## config.mk

```make
export PLATFORM = sky130hd
export DESIGN_NAME = kmc_window
export DESIGN_NICKNAME = d
export VERILOG_FILES = /design/src/rtl/kmc_pkg.sv /design/src/rtl/kmc_window.sv
export SDC_FILE = /design/constraint.sdc
export NUM_CORES = 1
export LEC_CHECK = 0
export ABC_AREA = 1
export ABC_CLOCK_PERIOD_IN_PS = 1400
export BUFFER_PORTS_ARGS = -buffer_cell sky130_fd_sc_hd__clkbuf_2
export CORE_MARGIN = 3
export CORE_UTILIZATION = 46
export DETAILED_ROUTE_END_ITERATION = 6
export PLACE_DENSITY = 0.77
export SLEW_MARGIN = 20
export SYNTH_ARGS = -nofsm -noshare
export SYNTH_HDL_FRONTEND = slang
export SYNTH_SLANG_ARGS = --single-unit
```

## constraint.sdc

```tcl
create_clock -name i_clk -period 1.4 [get_ports i_clk]
set_input_delay 0.21 -clock i_clk [delete_from_list [all_inputs] [get_ports i_clk]]
set_output_delay 0.21 -clock i_clk [all_outputs]
set_load 0.03 [all_outputs]
```

## src/rtl/kmc_pkg.sv

```systemverilog
// ----------------------------------------------------------------------------
// kmc_pkg
// Shared types, constants and helpers for the k-mer occurrence counter.
// ----------------------------------------------------------------------------
package kmc_pkg;

    localparam int MAX_KMER_BASES = 8;
    localparam int SEQ_SLOTS      = 16;
    localparam int COUNT_BITS     = 16;

    localparam int CODE_BITS   = 2 * MAX_KMER_BASES;
    localparam int TABLE_DEPTH = SEQ_SLOTS << CODE_BITS;
    localparam int ADDR_BITS   = $clog2(TABLE_DEPTH);
    localparam int SH_BITS     = (CODE_BITS > 2) ? $clog2(CODE_BITS) : 1;

    // widths fixed by the item fields
    localparam int LEN_BITS   = 4;
    localparam int SLOT_BITS  = 4;
    localparam int QCODE_BITS = 16;
    localparam int VALUE_BITS = 16;
    localparam int SEEN_BITS  = $clog2(MAX_KMER_BASES + 1);

    localparam logic [COUNT_BITS-1:0] COUNT_MAX = '1;

    localparam logic REQ_BASE  = 1'b0;
    localparam logic REQ_QUERY = 1'b1;

    typedef enum logic [0:0] {
        CFG_MIN_LEN = 1'b0,
        CFG_MAX_LEN = 1'b1
    } t_cfg_idx;

    typedef struct packed {
        logic                  req_type;
        logic [7:0]            base_char;
        logic                  first_of_seq;
        logic [SLOT_BITS-1:0]  seq_slot;
        logic [QCODE_BITS-1:0] query_code;
    } t_kmc_in;

    typedef struct packed {
        logic [VALUE_BITS-1:0] count_value;
        logic                  count_saturated;
    } t_kmc_out;

    // request into the count table
    typedef struct packed {
        logic                 rd_en;
        logic                 incr;
        logic [ADDR_BITS-1:0] addr;
    } t_tbl_req;

    // status out of the count table
    typedef struct packed {
        logic                  busy;
        logic [COUNT_BITS-1:0] rd_data;
    } t_tbl_stat;

    // window state and counted length range
    typedef struct packed {
        logic [CODE_BITS-1:0] window;
        logic [LEN_BITS-1:0]  lo;
        logic [LEN_BITS-1:0]  hi;
    } t_win_info;

    function automatic logic [1:0] base_code(input logic [7:0] ch);
        logic [1:0] code;
        unique case (ch)
            8'h41:   code = 2'd3;  // A
            8'h43:   code = 2'd1;  // C
            8'h47:   code = 2'd2;  // G
            default: code = 2'd0;  // T and anything else
        endcase
        return code;
    endfunction

endpackage

```

## src/rtl/kmc_window.sv

```systemverilog
// ----------------------------------------------------------------------------
// kmc_window
// Recent-base window, base count and the range of k-mer lengths to count.
// ----------------------------------------------------------------------------
module kmc_window (
    input  logic                         i_clk,
    input  logic                         i_rst_n,
    input  logic                         i_en,
    input  logic [7:0]                   i_base_char,
    input  logic                         i_first,
    input  logic [kmc_pkg::LEN_BITS-1:0] i_min_len,
    input  logic [kmc_pkg::LEN_BITS-1:0] i_max_len,
    output kmc_pkg::t_win_info           o_info
);

    logic [kmc_pkg::CODE_BITS-1:0] r_window, n_window;
    logic [kmc_pkg::SEEN_BITS-1:0] r_seen, n_seen;
    logic [kmc_pkg::CODE_BITS-1:0] prior;
    logic [kmc_pkg::SEEN_BITS-1:0] seen_base;
    logic [kmc_pkg::LEN_BITS-1:0]  hi_cfg;
    logic [kmc_pkg::LEN_BITS-1:0]  seen_ext;

    always_comb begin
        prior     = i_first ? '0 : r_window;
        seen_base = i_first ? '0 : r_seen;
        // newest base enters at the top
        n_window  = (prior >> 2)
                  | (kmc_pkg::CODE_BITS'(kmc_pkg::base_code(i_base_char))
                     << (kmc_pkg::CODE_BITS - 2));
        if (int'(seen_base) < kmc_pkg::MAX_KMER_BASES) begin
            n_seen = seen_base + kmc_pkg::SEEN_BITS'(1);
        end else begin
            n_seen = seen_base;
        end
    end

    always_ff @(posedge i_clk) begin
        if (!i_rst_n) begin
            r_window <= '0;
            r_seen   <= '0;
        end else if (i_en) begin
            r_window <= n_window;
            r_seen   <= n_seen;
        end
    end

    always_comb begin
        seen_ext = kmc_pkg::LEN_BITS'(r_seen);
        if (int'(i_max_len) > kmc_pkg::MAX_KMER_BASES) begin
            hi_cfg = kmc_pkg::LEN_BITS'(kmc_pkg::MAX_KMER_BASES);
        end else begin
            hi_cfg = i_max_len;
        end
        o_info.window = r_window;
        o_info.lo     = (i_min_len == '0) ? kmc_pkg::LEN_BITS'(1) : i_min_len;
        o_info.hi     = (hi_cfg > seen_ext) ? seen_ext : hi_cfg;
    end

endmodule

```

==> key figures <==
Place
  • Detailed placer's ending HPWL: 2005 um
  • Placer Congestion: 0.7705
  • Placed cell area: 0.001374 mm^2
  • DP Worst Slack: -301.4 ps
  • Number of port buffers: 43

Power and ir drop
  • Comb power frac: 0.321
  • Net Sw Frac: 0.3362
  • Final Power: 1.396 mW
  • Cell internal pwr: 926.4 uW
  • Clock Power Share: 0.237
  • Power Density: 895.2 mW/mm^2
  • Leak Pwr: 0.7850 nW
  • Register share of total power: 0.442
  • Switching Power: 469.1 uW
  • Worst vdd ir: 0.6830 mV

Final layout
  • Nets@finish: 227
  • Final instance area: 0.001559 mm^2
  • Most frequent cells in the layout: 39 x clkbuf_2, 21 x nor2_1, 19 x a21oi_1
  • Layout cells sized above 1: 0.4627
  • Layout Utilization: 0.7561
  • Antenna Cells: 0
  • Commonest non-fill, non-tap cell in the layout: clkbuf_2
  • Fillers: 143
  • Syn-to-layout area delta: 48.69%

Setup path
  • CP required: 1190 ps
  • R2R Setup Slk: 240 ps
  • Max incr delay on CP: 350 ps
  • R2R Path End: r_seen[1]
  • Crit-path slowest cell: dfxtp_2
  • WS Path Type: reg -> out
  • Worst EP arrival: 1670 ps
  • FF-to-FF Start: r_seen[0]
  • R2R cell count: 6
  • Critical Path Sink Type: primary output
  • Critical-path cell list: inv_2, ha_4, nand2_1, nand2_1, nand2_2, nand2_4, nand2_8, nand2_4, nand2_4, buf_8
  • WP buf/inv: 2
  • CP top delay family: simple AND/OR/NAND/NOR gates
  • Crit-path most repeated cell: nand2_4
  • Critical Path Fanout Max: 5
  • Element type at the critical path start: flop

Worst hold path
  • Hold EP: r_window[14]
  • Hold Path Depth: 4
  • Hold path startpoint: i_base_char[4]
  • Hold Path Class: in -> reg

Timing
  • Max-Slew Margin vs Limit: 0.7988
  • Period minus WS final: 1882 ps
  • Worst slew pin tran: 301.4 ps
  • Final Hold Fails: 0
  • Hold Slack: 183.9 ps
  • Final setup violating endpoints: 4
  • Fmax achieved: 531.3 MHz
  • Fin crit share: 1.345
  • RSZ-0062 raised after global routing: yes
  • Worst setup margin: -482.3 ps
  • Pins Over Slew Limit: 0
  • Worst Skew: 8.841 ps

Floorplan
  • Placement row count: 16
  • Io pins: 44
  • Die area: 0.002888 mm^2
  • Die H: 53.74 um
  • Core area: 0.002062 mm^2
  • Initial cell density of the core: 0.5085
  • Die X-Extent: 53.74 um

Routing
  • Initial drt markers: 19
  • Via density: 5.189
  • Antenna viol nets, final: 0
  • Post-route DRC: 0
  • First-pass detailed-route iteration total: 4
  • WL final: 2983 um
  • Wirelength per Cell: 13.08 um
  • Detailed-route via count: 1183

CTS
  • # hold bufs at CTS: 0
  • Longest Clk Path Bufs: 2
  • CTS tree: built
  • CTS Root Cell: clkbuf_4
  • H-tree depth: 1
  • Worst-Skew Late Latency: 300 ps
  • TritonCTS Buffers: 3
  • Clk slew on worst S/H paths: 110 ps
  • Sink Count: 20

Run status
  • Status: finished, violations left
  • Failing checks: negative setup slack

Synthesis
  • Syn Inst Count: 151
  • Synth area leaders: dfxtp_1 38%, a21oi_1 9.5%, nand2_1 8.9%, nor2_1 7.9%, o21ai_0 6.7%
  • Avg Cell Area, Syn: 6.944 um^2
  • Syn Nets: 176
  • Yosys reg bits: 20
  • Distinct cells, synth: 24
  • Register area share after synthesis: 0.3819
  • Syn. warnings: 0
  • Mapped cell area: 0.001049 mm^2
  • Synth area leader: dfxtp_1
  • Yosys top cell area share: 0.3819

Global routing
  • Tot GR Track Use: 0.2311
  • Largest net degree at the start of global routing: 18
  • Initial antenna violation count: 0
  • Grt ovf: 0
  • First-pass GRT wire length: 4857 um
  • Vias in the first global route: 1118

Flow run
  • Max-cap violations: 0
-- metrics by stage --
step | TNS, ps | instances
after floorplan | -1.805 | 151
after global placement | -1019 | 224
after detailed placement | -1176 | 224
after CTS | -1746 | 228
after global routing | -2152 | 228
final | -1878 | 228
-- logic make-up after synthesis --
kind of cell | Yosys count | synth area share
xor+xnor | 1 | 0.008355
simple gates | 64 | 0.2637
buf+inv | 26 | 0.1157
flops | 20 | 0.3819
fa+ha+maj | 5 | 0.05967
compound gates | 35 | 0.1707
-- flip-flops by register name, indices dropped and copies added, names as in the netlist --
signal    count
r_seen        4
r_window     16
-- layout make-up --
class	count	area [um^2]	area share
multi-input cells	105	679.4	0.4358
inverters	18	67.56	0.04334
well taps	27	33.78	0.02167
clock buffers	4	36.28	0.02327
repair buffers	54	337.8	0.2167
flip-flops and latches	20	404.1	0.2592
-- power groups by stage --
stage	registers, mW	logic, mW	clock network [mW]
floorplan	0.672	0.198	0
global placement	0.626	0.343	0
detailed placement	0.628	0.357	0
CTS	0.615	0.429	0.330
global route	0.619	0.489	0.351
finish	0.616	0.448	0.331
-- layer usage --
metal / GRT usage / part of all wire
met3: 0.05263 / 0.061
met1: 0.2453 / 0.39
met4: 0.08936 / 0.026
met5: 0 / 0
met2: 0.4335 / 0.52
-- worst reg2reg max path, cell delays in order, from the launching register on --
cell and delay [ps]:
dfxtp_1 340, buf_4 150, nand2_1 80, inv_1 50, ha_1 270, a21oi_1 120
nor3_1 50
-- worst max path at each step --
stage | from | slack, ps | endpoint | cells past startpoint
final | r_seen[1] | -480 | o_info[2] | 10
after global routing | r_seen[1] | -550 | o_info[2] | 10
after CTS | r_seen[3] | -440 | o_info[1] | 10
after detailed placement | i_max_len[3] | -300 | o_info[1] | 11
after global placement | i_max_len[3] | -260 | o_info[1] | 11
after floorplan | r_seen[3] | -2 | o_info[1] | 9
-- Yosys cell counts (all sizes together) --
cell	instances
a21oi	21
buf	3
clkbuf	5
dfxtp	20
ha	5
inv	18
nand2	28
nand3	8
nand4	1
nor2	23
nor3	2
nor3b	1
o21ai	14
or2	1
xor2	1
-- timing repair --
item	CTS	global route
pin swaps	7	7
gates resized for setup	31	5
setup endpoints to repair	4	4
setup buffers	0	0
Power figures use the tool's default switching activity.
